===== src/rtl/core/weighted_select_without_replacement_macros.svh =====
// Assertion macros used by the weighted select datapath.
`ifndef WEIGHTED_SELECT_WITHOUT_REPLACEMENT_MACROS_SVH
`define WEIGHTED_SELECT_WITHOUT_REPLACEMENT_MACROS_SVH

`ifndef SYNTHESIS
// Condition that must hold at every clock edge out of reset.
`define WSR_ASSERT_NOW(name, clk_s, rstn_s, prop) \
    name: assert property (@(posedge clk_s) disable iff (!rstn_s) (prop)) \
        else $error("wsr check failed");
// Condition that must hold in the cycle after a trigger.
`define WSR_ASSERT_NEXT(name, clk_s, rstn_s, pre, post) \
    name: assert property (@(posedge clk_s) disable iff (!rstn_s) (pre) |=> (post)) \
        else $error("wsr check failed");
`else
`define WSR_ASSERT_NOW(name, clk_s, rstn_s, prop)
`define WSR_ASSERT_NEXT(name, clk_s, rstn_s, pre, post)
`endif

`endif


===== src/rtl/core/wsr_pkg.sv =====
// Shared types and constants of the weighted select block.
package wsr_pkg;

    // Request codes
    typedef enum logic [1:0] {
        REQ_APPEND = 2'd0,
        REQ_CLEAR  = 2'd1,
        REQ_BEGIN  = 2'd2,
        REQ_SELECT = 2'd3
    } req_t;

    // Result status codes
    typedef enum logic [1:0] {
        ST_OK    = 2'd0,
        ST_EMPTY = 2'd1,
        ST_FULL  = 2'd2,
        ST_NONE  = 2'd3
    } status_t;

    // Register indexes
    localparam logic REG_IDX_MODE = 1'b0;
    localparam logic REG_IDX_BASE = 1'b1;

    localparam logic        MODE_RESET = 1'b1;
    localparam logic [15:0] BASE_RESET = 16'd10000;

    // Result field widths
    localparam int OUT_PICK_W = 5;
    localparam int OUT_SUM_W  = 21;
    localparam int OUT_CNT_W  = 6;

    // Controller to datapath commands
    typedef struct packed {
        logic    start;
        logic    append;
        logic    clear;
        logic    begin_init;
        logic    begin_step;
        logic    must_read;
        logic    must_pop;
        logic    draw;
        logic    scan_step;
        logic    take;
        logic    out_load;
        status_t status;
    } cmd_t;

    // Datapath to controller status
    typedef struct packed {
        logic table_empty;
        logic table_full;
        logic must_avail;
        logic begin_done;
        logic hit;
        logic scan_done;
    } stat_t;

endpackage


===== src/rtl/core/weighted_select_without_replacement.sv =====
// Top level of the weighted select block: register port, controller and datapath.
//
// Keeps a table of up to MAX_ENTRIES signed weights (negative marks a
// must-pick entry) and draws entries from it without replacement. One item is
// worked at a time and gives one result. Append and clear go from the accept
// directly to the result load state. Begin walks the table one entry per cycle
// through the table memory's read port, over the first min(table fill, 32)
// entries. A relative select that pops a must entry reads the must list and
// then pops it; otherwise a select first registers the draw multiply and then
// walks the candidate list one entry per cycle through the list memory's read
// port, stopping at the chosen entry. The next item is taken while a result
// waits in the output register; its result load then waits until that result
// is taken. No clearing pass after reset.
module weighted_select_without_replacement #(
    parameter int MAX_ENTRIES = 32,
    parameter int WEIGHT_BITS = 16
) (
    input  logic                            clk,
    input  logic                            rst_n,
    input  logic                            psel,
    input  logic                            penable,
    input  logic                            pwrite,
    input  logic [2:0]                      paddr,
    input  logic [31:0]                     pwdata,
    output logic [31:0]                     prdata,
    output logic                            pready,
    input  logic                            req_valid,
    output logic                            req_ready,
    input  logic [1:0]                      req_type,
    input  logic signed [16:0]              weight,
    input  logic [31:0]                     entry_mask,
    input  logic [15:0]                     rand_fraction,
    output logic                            rsp_valid,
    input  logic                            rsp_ready,
    output logic [1:0]                      status,
    output logic [wsr_pkg::OUT_PICK_W-1:0]  picked_index,
    output logic [wsr_pkg::OUT_SUM_W-1:0]   remaining_sum,
    output logic [wsr_pkg::OUT_CNT_W-1:0]   remaining_count
);
    import wsr_pkg::*;

    logic        mode_reg;
    logic [15:0] base_reg;
    logic        cfg_write;
    cmd_t        cmd;
    stat_t       st;

    // Configuration registers
    assign cfg_write = psel && penable && pwrite;
    assign pready    = 1'b1;

    always_ff @(posedge clk or negedge rst_n)
    begin
        if (!rst_n)
        begin
            mode_reg <= MODE_RESET;
            base_reg <= BASE_RESET;
        end
        else if (cfg_write)
        begin
            if (paddr[2] == REG_IDX_MODE)
                mode_reg <= pwdata[0];
            else
                base_reg <= pwdata[15:0];
        end
    end

    assign prdata = (paddr[2] == REG_IDX_BASE) ? {16'd0, base_reg} : {31'd0, mode_reg};

    wsr_ctrl u_ctrl (
        .clk       (clk),
        .rst_n     (rst_n),
        .req_valid (req_valid),
        .req_ready (req_ready),
        .req_type  (req_type),
        .mode      (mode_reg),
        .st        (st),
        .cmd       (cmd),
        .rsp_valid (rsp_valid),
        .rsp_ready (rsp_ready)
    );

    wsr_datapath #(
        .MAX_ENTRIES (MAX_ENTRIES),
        .WEIGHT_BITS (WEIGHT_BITS)
    ) u_datapath (
        .clk             (clk),
        .rst_n           (rst_n),
        .cmd             (cmd),
        .st              (st),
        .mode            (mode_reg),
        .absolute_base   (base_reg),
        .weight          (weight),
        .entry_mask      (entry_mask),
        .rand_fraction   (rand_fraction),
        .status          (status),
        .picked_index    (picked_index),
        .remaining_sum   (remaining_sum),
        .remaining_count (remaining_count)
    );

endmodule


===== src/rtl/core/wsr_datapath.sv =====
// Datapath: weight table, candidate and must lists, sums, draw and scan logic.
`include "weighted_select_without_replacement_macros.svh"

module wsr_datapath #(
    parameter int MAX_ENTRIES = 32,
    parameter int WEIGHT_BITS = 16
) (
    input  logic                                 clk,
    input  logic                                 rst_n,
    input  wsr_pkg::cmd_t                        cmd,
    output wsr_pkg::stat_t                       st,
    input  logic                                 mode,
    input  logic [15:0]                          absolute_base,
    input  logic signed [16:0]                   weight,
    input  logic [31:0]                          entry_mask,
    input  logic [15:0]                          rand_fraction,
    output logic [1:0]                           status,
    output logic [wsr_pkg::OUT_PICK_W-1:0]       picked_index,
    output logic [wsr_pkg::OUT_SUM_W-1:0]        remaining_sum,
    output logic [wsr_pkg::OUT_CNT_W-1:0]        remaining_count
);
    import wsr_pkg::*;

    localparam int IW = (MAX_ENTRIES > 1) ? $clog2(MAX_ENTRIES) : 1;
    localparam int TW = $clog2(MAX_ENTRIES + 1);
    localparam int LD = (MAX_ENTRIES < 32) ? MAX_ENTRIES : 32;
    localparam int LA = $clog2(LD);
    localparam int PW = $clog2(LD + 1);
    localparam int SW = WEIGHT_BITS + 6;
    localparam int DW = SW + 1;
    localparam int MW = DW + 16;
    localparam int EW = WEIGHT_BITS + 1;
    localparam int CE = IW + WEIGHT_BITS;
    localparam int XS = SW + OUT_SUM_W;
    localparam int XT = TW + 1;
    localparam logic [31:0] WMAX = 32'((64'd1 << WEIGHT_BITS) - 64'd1);
    localparam logic [OUT_SUM_W-1:0] SUM_MAX = '1;

    // Storage
    logic [EW-1:0] tbl_mem [MAX_ENTRIES];
    logic [CE-1:0] cand_mem [LD];
    logic [IW-1:0] must_mem [LD];

    logic [TW-1:0]          tc_reg;
    logic [PW-1:0]          cc_reg;
    logic [PW-1:0]          mc_reg;
    logic [SW-1:0]          sum_reg;
    logic [PW-1:0]          ptr_reg;
    logic [31:0]            mask_reg;
    logic [15:0]            frac_reg;
    logic [IW-1:0]          pick_reg;
    logic                   bp_reg;
    logic                   sp_reg;
    logic [EW-1:0]          tbl_rd_reg;
    logic [IW-1:0]          bidx_reg;
    logic [CE-1:0]          cand_rd_reg;
    logic [LA-1:0]          pos_reg;
    logic [CE-1:0]          last_reg;
    logic [IW-1:0]          must_first_reg;
    logic [IW-1:0]          must_last_reg;
    logic [MW-1:0]          prod_reg;
    logic                   off_reg;
    logic [DW-1:0]          run_reg;
    logic [1:0]             status_reg;
    logic [OUT_PICK_W-1:0]  pick_out_reg;
    logic [OUT_SUM_W-1:0]   sum_out_reg;
    logic [OUT_CNT_W-1:0]   cnt_out_reg;

    logic [TW-1:0]          begin_lim;
    logic                   begin_issue;
    logic                   scan_issue;
    logic                   scan_match;
    logic                   hit;
    logic [WEIGHT_BITS-1:0] app_value;
    logic [31:0]            app_u32;
    logic [IW-1:0]          scan_idx;
    logic [WEIGHT_BITS-1:0] scan_w;
    logic [DW-1:0]          draw_d;
    logic [DW-1:0]          run_sum;
    logic [DW-1:0]          draw_op;
    logic                   keep;

    // Append value, saturated to the weight width
    assign app_u32   = 32'(weight[15:0]);
    assign app_value = (app_u32 > WMAX) ? WEIGHT_BITS'(WMAX) : WEIGHT_BITS'(app_u32);

    // Begin scan covers entries below both the fill and the mask width
    assign begin_lim   = (tc_reg > TW'(LD)) ? TW'(LD) : tc_reg;
    assign begin_issue = cmd.begin_step && (TW'(ptr_reg) < begin_lim);

    // Candidate scan compare; a fetched entry is only pending during the scan
    assign scan_idx = cand_rd_reg[CE-1:WEIGHT_BITS];
    assign scan_w   = cand_rd_reg[WEIGHT_BITS-1:0];
    assign draw_d   = DW'(prod_reg >> 16) + DW'(off_reg);
    assign run_sum  = run_reg + DW'(scan_w);
    assign scan_match = sp_reg &&
                        (mode ? (draw_d <= run_sum) : (draw_d <= DW'(scan_w)));
    assign hit      = cmd.scan_step && scan_match;
    assign scan_issue = cmd.scan_step && (ptr_reg < cc_reg) && !hit;
    assign draw_op  = mode ? (DW'(sum_reg) + DW'(1)) : DW'(absolute_base);
    assign keep     = mask_reg[5'(bidx_reg)];

    always_comb
    begin
        st.table_empty = (tc_reg == '0);
        st.table_full  = (tc_reg == TW'(MAX_ENTRIES));
        st.must_avail  = (mc_reg != '0);
        st.begin_done  = !(TW'(ptr_reg) < begin_lim) && !bp_reg;
        st.hit         = scan_match;
        st.scan_done   = !(ptr_reg < cc_reg) && !sp_reg;
    end

    // Weight table
    always_ff @(posedge clk)
    begin
        if (cmd.append)
        begin
            tbl_mem[IW'(tc_reg)] <= weight[16] ? {1'b1, {WEIGHT_BITS{1'b0}}}
                                               : {1'b0, app_value};
        end
        if (begin_issue)
        begin
            tbl_rd_reg <= tbl_mem[IW'(ptr_reg)];
            bidx_reg   <= IW'(ptr_reg);
        end
    end

    // Candidate list: entry index and its weight
    always_ff @(posedge clk)
    begin
        if (cmd.begin_step && bp_reg && keep && !tbl_rd_reg[EW-1])
        begin
            cand_mem[LA'(cc_reg)] <= {bidx_reg, tbl_rd_reg[WEIGHT_BITS-1:0]};
        end
        else if (cmd.take)
        begin
            cand_mem[pos_reg] <= last_reg;
        end
        if (scan_issue)
        begin
            cand_rd_reg <= cand_mem[LA'(ptr_reg)];
            pos_reg     <= LA'(ptr_reg);
        end
        if (cmd.draw)
        begin
            last_reg <= cand_mem[LA'(cc_reg - PW'(1))];
        end
    end

    // Must list
    always_ff @(posedge clk)
    begin
        if (cmd.begin_step && bp_reg && keep && tbl_rd_reg[EW-1])
        begin
            must_mem[LA'(mc_reg)] <= bidx_reg;
        end
        else if (cmd.must_pop)
        begin
            must_mem[LA'(0)] <= must_last_reg;
        end
        if (cmd.must_read)
        begin
            must_first_reg <= must_mem[LA'(0)];
            must_last_reg  <= must_mem[LA'(mc_reg - PW'(1))];
        end
    end

    // Draw product and running sum
    always_ff @(posedge clk)
    begin
        if (cmd.start)
        begin
            mask_reg <= entry_mask;
            frac_reg <= rand_fraction;
        end
        if (cmd.draw)
        begin
            prod_reg <= MW'(draw_op) * MW'(frac_reg);
            off_reg  <= !mode && (absolute_base != '0);
            run_reg  <= '0;
        end
        else if (cmd.scan_step && sp_reg && !hit)
        begin
            run_reg <= run_sum;
        end
    end

    // Result payload
    always_ff @(posedge clk)
    begin
        if (cmd.out_load)
        begin
            status_reg   <= cmd.status;
            pick_out_reg <= OUT_PICK_W'(pick_reg);
            sum_out_reg  <= (XS'(sum_reg) > XS'(SUM_MAX)) ? SUM_MAX : OUT_SUM_W'(sum_reg);
            cnt_out_reg  <= OUT_CNT_W'(cc_reg) + OUT_CNT_W'(mc_reg);
        end
    end

    // Counters, sum and scan pointer
    always_ff @(posedge clk or negedge rst_n)
    begin
        if (!rst_n)
        begin
            tc_reg   <= '0;
            cc_reg   <= '0;
            mc_reg   <= '0;
            sum_reg  <= '0;
            ptr_reg  <= '0;
            bp_reg   <= 1'b0;
            sp_reg   <= 1'b0;
            pick_reg <= '0;
        end
        else
        begin
            bp_reg <= begin_issue;
            sp_reg <= scan_issue;
            if (cmd.start)
            begin
                pick_reg <= '0;
            end
            if (cmd.append)
            begin
                tc_reg <= tc_reg + TW'(1);
            end
            if (cmd.clear)
            begin
                tc_reg  <= '0;
                cc_reg  <= '0;
                mc_reg  <= '0;
                sum_reg <= '0;
            end
            if (cmd.begin_init)
            begin
                cc_reg  <= '0;
                mc_reg  <= '0;
                sum_reg <= '0;
                ptr_reg <= '0;
            end
            if (cmd.draw)
            begin
                ptr_reg <= '0;
            end
            if (begin_issue || scan_issue)
            begin
                ptr_reg <= ptr_reg + PW'(1);
            end
            // Sort one fetched table entry into its list
            if (cmd.begin_step && bp_reg && keep)
            begin
                if (tbl_rd_reg[EW-1])
                begin
                    mc_reg <= mc_reg + PW'(1);
                end
                else
                begin
                    cc_reg  <= cc_reg + PW'(1);
                    sum_reg <= sum_reg + SW'(tbl_rd_reg[WEIGHT_BITS-1:0]);
                end
            end
            if (cmd.must_pop)
            begin
                mc_reg   <= mc_reg - PW'(1);
                pick_reg <= must_first_reg;
            end
            if (hit)
            begin
                pick_reg <= scan_idx;
            end
            // Remove the chosen candidate
            if (cmd.take)
            begin
                cc_reg  <= cc_reg - PW'(1);
                sum_reg <= (sum_reg >= SW'(scan_w)) ? (sum_reg - SW'(scan_w)) : '0;
            end
        end
    end

    assign status          = status_reg;
    assign picked_index    = pick_out_reg;
    assign remaining_sum   = sum_out_reg;
    assign remaining_count = cnt_out_reg;

    `WSR_ASSERT_NOW(a_lists_within_table, clk, rst_n, (XT'(cc_reg) + XT'(mc_reg)) <= XT'(tc_reg))
    `WSR_ASSERT_NEXT(a_take_shrinks_list, clk, rst_n, cmd.take, cc_reg == ($past(cc_reg) - PW'(1)))
    `WSR_ASSERT_NOW(a_empty_list_no_sum, clk, rst_n, (cc_reg == '0) |-> (sum_reg == '0))

endmodule


===== src/rtl/core/wsr_ctrl.sv =====
// Controller: sequences each item and owns the result handshake.
module wsr_ctrl (
    input  logic           clk,
    input  logic           rst_n,
    input  logic           req_valid,
    output logic           req_ready,
    input  logic [1:0]     req_type,
    input  logic           mode,
    input  wsr_pkg::stat_t st,
    output wsr_pkg::cmd_t  cmd,
    output logic           rsp_valid,
    input  logic           rsp_ready
);
    import wsr_pkg::*;

    typedef enum logic [2:0] {
        S_IDLE,
        S_BEGIN_RUN,
        S_MUST_RD,
        S_MUST_WR,
        S_DRAW,
        S_SCAN,
        S_TAKE,
        S_FIN
    } state_t;

    state_t  state_reg, state_next;
    status_t status_reg, status_next;
    logic    rsp_valid_reg, rsp_valid_next;

    // Next state and commands
    always_comb
    begin
        cmd            = '0;
        cmd.status     = status_reg;
        state_next     = state_reg;
        status_next    = status_reg;
        rsp_valid_next = rsp_valid_reg && !rsp_ready;
        unique case (state_reg)
            S_IDLE:
            begin
                if (req_valid)
                begin
                    cmd.start   = 1'b1;
                    status_next = ST_OK;
                    state_next  = S_FIN;
                    unique case (req_t'(req_type))
                        REQ_APPEND:
                        begin
                            if (st.table_full)
                                status_next = ST_FULL;
                            else
                                cmd.append = 1'b1;
                        end
                        REQ_CLEAR:
                        begin
                            cmd.clear = 1'b1;
                        end
                        REQ_BEGIN:
                        begin
                            if (st.table_empty)
                                status_next = ST_EMPTY;
                            else
                            begin
                                cmd.begin_init = 1'b1;
                                state_next     = S_BEGIN_RUN;
                            end
                        end
                        REQ_SELECT:
                        begin
                            priority if (st.table_empty)
                                status_next = ST_EMPTY;
                            else if (mode && st.must_avail)
                                state_next = S_MUST_RD;
                            else
                                state_next = S_DRAW;
                        end
                        default:
                        begin
                            status_next = ST_OK;
                        end
                    endcase
                end
            end
            S_BEGIN_RUN:
            begin
                cmd.begin_step = 1'b1;
                if (st.begin_done)
                    state_next = S_FIN;
            end
            S_MUST_RD:
            begin
                cmd.must_read = 1'b1;
                state_next    = S_MUST_WR;
            end
            S_MUST_WR:
            begin
                cmd.must_pop = 1'b1;
                state_next   = S_FIN;
            end
            S_DRAW:
            begin
                cmd.draw   = 1'b1;
                state_next = S_SCAN;
            end
            S_SCAN:
            begin
                cmd.scan_step = 1'b1;
                priority if (st.hit)
                    state_next = S_TAKE;
                else if (st.scan_done)
                begin
                    status_next = ST_NONE;
                    state_next  = S_FIN;
                end
            end
            S_TAKE:
            begin
                cmd.take   = 1'b1;
                state_next = S_FIN;
            end
            S_FIN:
            begin
                // Load the result once the output register is free
                if (!rsp_valid_reg || rsp_ready)
                begin
                    cmd.out_load   = 1'b1;
                    rsp_valid_next = 1'b1;
                    state_next     = S_IDLE;
                end
            end
            default:
            begin
                state_next = S_IDLE;
            end
        endcase
    end

    // State and registered outputs
    always_ff @(posedge clk or negedge rst_n)
    begin
        if (!rst_n)
        begin
            state_reg     <= S_IDLE;
            status_reg    <= ST_OK;
            rsp_valid_reg <= 1'b0;
        end
        else
        begin
            state_reg     <= state_next;
            status_reg    <= status_next;
            rsp_valid_reg <= rsp_valid_next;
        end
    end

    assign req_ready = (state_reg == S_IDLE);
    assign rsp_valid = rsp_valid_reg;

endmodule


===== config.mk =====
export PLATFORM = sky130hd
export DESIGN_NAME = weighted_select_without_replacement
export DESIGN_NICKNAME = d
export VERILOG_FILES = /design/src/rtl/core/wsr_pkg.sv /design/src/rtl/core/weighted_select_without_replacement.sv /design/src/rtl/core/wsr_datapath.sv /design/src/rtl/core/wsr_ctrl.sv
export VERILOG_INCLUDE_DIRS = /design/src /design/src/rtl/core
export SDC_FILE = /design/constraint.sdc
export NUM_CORES = 2
export LEC_CHECK = 0
export ABC_AREA = 0
export BUFFER_PORTS_ARGS = -buffer_cell sky130_fd_sc_hd__buf_2
export CAP_MARGIN = 20
export CELL_PAD_IN_SITES_DETAIL_PLACEMENT = 1
export CELL_PAD_IN_SITES_GLOBAL_PLACEMENT = 1
export CORE_MARGIN = 2
export CORE_UTILIZATION = 25
export DETAILED_ROUTE_END_ITERATION = 6
export GPL_TIMING_DRIVEN = 0
export PLACE_DENSITY_LB_ADDON = 0.1
export REMOVE_ABC_BUFFERS = 1
export SYNTH_ARGS = -nofsm -noshare
export SYNTH_HDL_FRONTEND = slang
export SYNTH_SLANG_ARGS = --single-unit

===== constraint.sdc =====
create_clock -name clk -period 8.3 [get_ports clk]
set_clock_uncertainty 0.15 [all_clocks]
set_input_delay 0.415 -clock clk [delete_from_list [all_inputs] [get_ports clk]]
set_output_delay 0.415 -clock clk [all_outputs]
set_load 0.02 [all_outputs]

==> results summary <==
The flow ran to the end, and the final reports show no timing, DRC or antenna violations. Among cell families on the critical path, the largest total delay comes from adder cells. CTS built an H-tree with a depth of 4. The x dimension of the die came out at 589 microns. Clock-pin slew was measured on the worst setup and hold paths at 0.06 ns. The number of antenna violations at the first check in global routing came out at 12. The max-slew headroom at the worst pin is about 4.7%. The net count reported at finish is 6783. The proportion of synthesized flip-flops having asynchronous set or reset is 4.58%. The sequential area share after synthesis came out at between 50% and 60%. The max-slew violation count came out at 0. The worst setup path is captured at a flip-flop. At the worst endpoint, the arrival time is 8.37 ns. The number of port buffers came out at 142.

The final critical-path share of the clock period is roughly 95%. Setup slack on the critical path of the routed design comes to 0.382 ns. The die covers 347000 sq um. The final global-route overflow total came out at 0. In this run the worst hold path is classified as in -> async. The number of synthesized flops with an enable pin came out at about 1600. The worst endpoint required time came out at 8.75 ns. In this design, the critical path's most frequently occurring cell is sky130_fd_sc_hd__fa_1.

The standard-cell row count came out at 214. The total setup violations reported at the end of the flow is 0. The post-route cell area came out at 104000 sq um.

The slew at the pin with the worst max-slew slack came out at 1.43 ns. The critical path is of the reg -> reg type. The number of iterations in the first detailed-routing pass is 7. The number of flip-flops in the largest register is 672.

The layout overhead on the synthesized area is 21.0%. The largest registers in the layout are u_datapath.cand_mem (672), u_datapath.tbl_mem (544), u_datapath.must_mem (160). The root buffer cell is sky130_fd_sc_hd__clkbuf_16.

The DRC marker count from the first detailed-route iteration came out at 3030. The peak fanout along the critical path came out at 5. The chip height came out at 589 microns. The total standard cell area after synthesis is 85500 sq um. The via total after detailed routing came out at 51134. The number of register bits inferred by synthesis came out at between 1500 and 2000. The number of nets with antenna violations after routing is 0. The per-cell via count in the routed design is 4.71. For this configuration, the core starts out at a cell density of 25.1%.

The global router's overall resource usage came out at 16.9%. Of the cells placed in the final design, the portion with a size suffix greater than 1 is a little under a quarter. The congestion estimate from routability-driven global placement came to 0.739. The area of placed instances came out at around 95000 sq um. In the synthesized netlist, the number of instances is 5761. For this run, the top clock speed supported by timing is 126 MHz. The final period demand of the worst path came out at 7.92 ns.

The sink count of the clock tree is ~1700. In this run, CTS created clock tree buffers numbering 197. The detailed-placement wirelength estimate came out at between 150 and 200 mm. Ranked by flip-flop count, first place goes to u_datapath.cand_mem.

Pin placement for this block handled roughly 180 I/O pins. The first-pass GRT wire length came out at about 420 mm. The number of violations of the max-capacitance limit is 0.

The count of warnings emitted by yosys is 0. For this run, the slowest stage of the critical path takes 0.57 ns. STA classifies the critical path startpoint as a flip-flop. The worst slack at placement is -2.39 ns.

TritonCTS built the clock tree. The worst-case clock buffer depth is 4. The count of unresolved DRC violations after routing came out at 0. Clock latency on the worst-skew pair, taken at its later pin, is 0.87 ns. The core region is approximately 340000 sq um. After detailed routing, the average wire length per cell comes to 27.2 microns. The library cell used most frequently in the layout, excluding fill and tap cells, is sky130_fd_sc_hd__edfxtp_1. The number of global-route vias before repair came to about 55000. The final hold violation count was 0.

The synthesized area divided by synthesized cell count is between 10 and 15 sq um. The final routed wirelength across all metal layers is between 200 and 300 mm. The number of unique standard cell types used by synthesis is 87. The most used flip-flop cell after synthesis is sky130_fd_sc_hd__edfxtp_1. The largest individual stage delay along the critical path comes from the cell sky130_fd_sc_hd__fa_1. Leaving out fill and tap cells, the most frequent cells in the layout are sky130_fd_sc_hd__edfxtp_1 (1561), sky130_fd_sc_hd__nand2_1 (547), sky130_fd_sc_hd__mux4_2 (422), sky130_fd_sc_hd__inv_1 (389), sky130_fd_sc_hd__fa_1 (293). Entering global routing, the biggest net connects 52 pins.

The number of buffers and inverters on the critical path came out at 6.
layer usage:
metal	up-vias	GRT usage (%)	share of wire [%]	routed length, microns
li1	22500	-	-	-
met1	27369	23.3	46	136000
met2	917	28.0	48	140000
met3	344	2.30	3.8	11100
met4	4	4.11	2.4	7100
met5	-	0	0.0075	22
metrics by stage:
step	instances	setup TNS, ns	util (%)	hold WS, ns
CTS	10790	-0.0435	30.1	0.00170
global placement	10127	-7662.44	26.6	0.277
detailed placement	10284	-35.25	27.8	0.282
floorplan	5449	-1207.35	-	-0.0306
finish	10852	0	30.4	0.0786
global route	10841	-0.0141	30.4	0.0474
cells in the mapped netlist, types with 5 or more instances:
master                     instances  share of area, %
sky130_fd_sc_hd__a211o_1           5             0.051
sky130_fd_sc_hd__a211oi_1         12              0.11
sky130_fd_sc_hd__a21o_1           40              0.35
sky130_fd_sc_hd__a21oi_1         221               1.3
sky130_fd_sc_hd__a22oi_1           6             0.053
sky130_fd_sc_hd__a31oi_1          14              0.10
sky130_fd_sc_hd__and2_1          155               1.1
sky130_fd_sc_hd__and3_1           40              0.29
sky130_fd_sc_hd__buf_1            63              0.28
sky130_fd_sc_hd__buf_2            22              0.13
sky130_fd_sc_hd__buf_4            20              0.18
sky130_fd_sc_hd__clkbuf_1        220              0.97
sky130_fd_sc_hd__dfrtp_1          70               2.0
sky130_fd_sc_hd__dfstp_2           6              0.18
sky130_fd_sc_hd__dfxtp_1          23              0.54
sky130_fd_sc_hd__edfxtp_1       1561                55
sky130_fd_sc_hd__fa_1            295               6.9
sky130_fd_sc_hd__ha_1            223               3.3
sky130_fd_sc_hd__inv_1           391               1.7
sky130_fd_sc_hd__mux2_2          124               1.6
sky130_fd_sc_hd__mux2i_1         239               2.8
sky130_fd_sc_hd__mux4_2          422                11
sky130_fd_sc_hd__nand2_1         551               2.4
sky130_fd_sc_hd__nand2b_1         15              0.11
sky130_fd_sc_hd__nand3_1          55              0.32
sky130_fd_sc_hd__nand3b_1          8             0.070
sky130_fd_sc_hd__nand4_1          23              0.17
sky130_fd_sc_hd__nor2_1          221              0.97
sky130_fd_sc_hd__nor2b_1          32              0.23
sky130_fd_sc_hd__nor3_1           26              0.15
sky130_fd_sc_hd__nor4_1           11             0.080
sky130_fd_sc_hd__o211ai_1          8             0.070
sky130_fd_sc_hd__o21a_1           12              0.11
sky130_fd_sc_hd__o21ai_0         182               1.1
sky130_fd_sc_hd__o21ai_1           7             0.041
sky130_fd_sc_hd__o21bai_1          9             0.079
sky130_fd_sc_hd__o221ai_1        119               1.2
sky130_fd_sc_hd__o22ai_1          50              0.37
sky130_fd_sc_hd__o31ai_1          15              0.13
sky130_fd_sc_hd__or2_2            28              0.20
sky130_fd_sc_hd__or3_1            15              0.11
sky130_fd_sc_hd__xnor2_1          84              0.86
sky130_fd_sc_hd__xor2_1           47              0.48
cells by family (layout without fill, tap and decap cells):
group,count (synthesis),after routing,share of synthesized area (%)
compound gates,735,735,5.44
xor+xnor,131,131,1.34
fa+ha+maj,518,518,10.2
buf+inv,719,1247,3.29
flops,1660,1660,57.6
mux,790,790,15.6
other cells,2,29,0.00878
simple gates,1206,1206,6.53
worst paths after layout:
path | depth (start not counted) | startpoint | slack (ns) | end
setup reg to reg | 33 | u_datapath.sum_reg[5] | 0.38 | u_datapath.prod_reg[38]
max in group asynchronous | 3 | rst_n | 7.52 | u_datapath.tc_reg[2]
hold reg to reg | 0 | u_ctrl.status_reg[0] | 0.28 | u_datapath.status[0]
min in group clk | 2 | entry_mask[3] | 0.11 | u_datapath.mask_reg[3]
hold / removal | 2 | rst_n | 0.08 | mode_reg
setup / recovery | 33 | u_datapath.sum_reg[5] | 0.38 | u_datapath.prod_reg[38]
what timing repair did:
action                                  4_1_cts  5_1_grt
endpoints found under the setup margin       22       12
hold endpoints to repair                    373        0
hold buffers                                 89        0
setup buffers                                70       22
gates resized for setup                      63       27
pin swaps                                    19       27
layout make-up:
cell class                 instances  area [sq um]
tap                             4536          5680
clock inverter                    78           596
sequential                      1660         49300
timing repair buffer             508          6440
antenna                           12          30.0
inverter                         392          1470
fill                           35578        237000
clock buffer                     269          5390
multi-input combinational       3397         34600
Power is left out: the tool's default activity adds up to more than one toggle a clock period on the data nets, which glitch-free logic cannot reach.
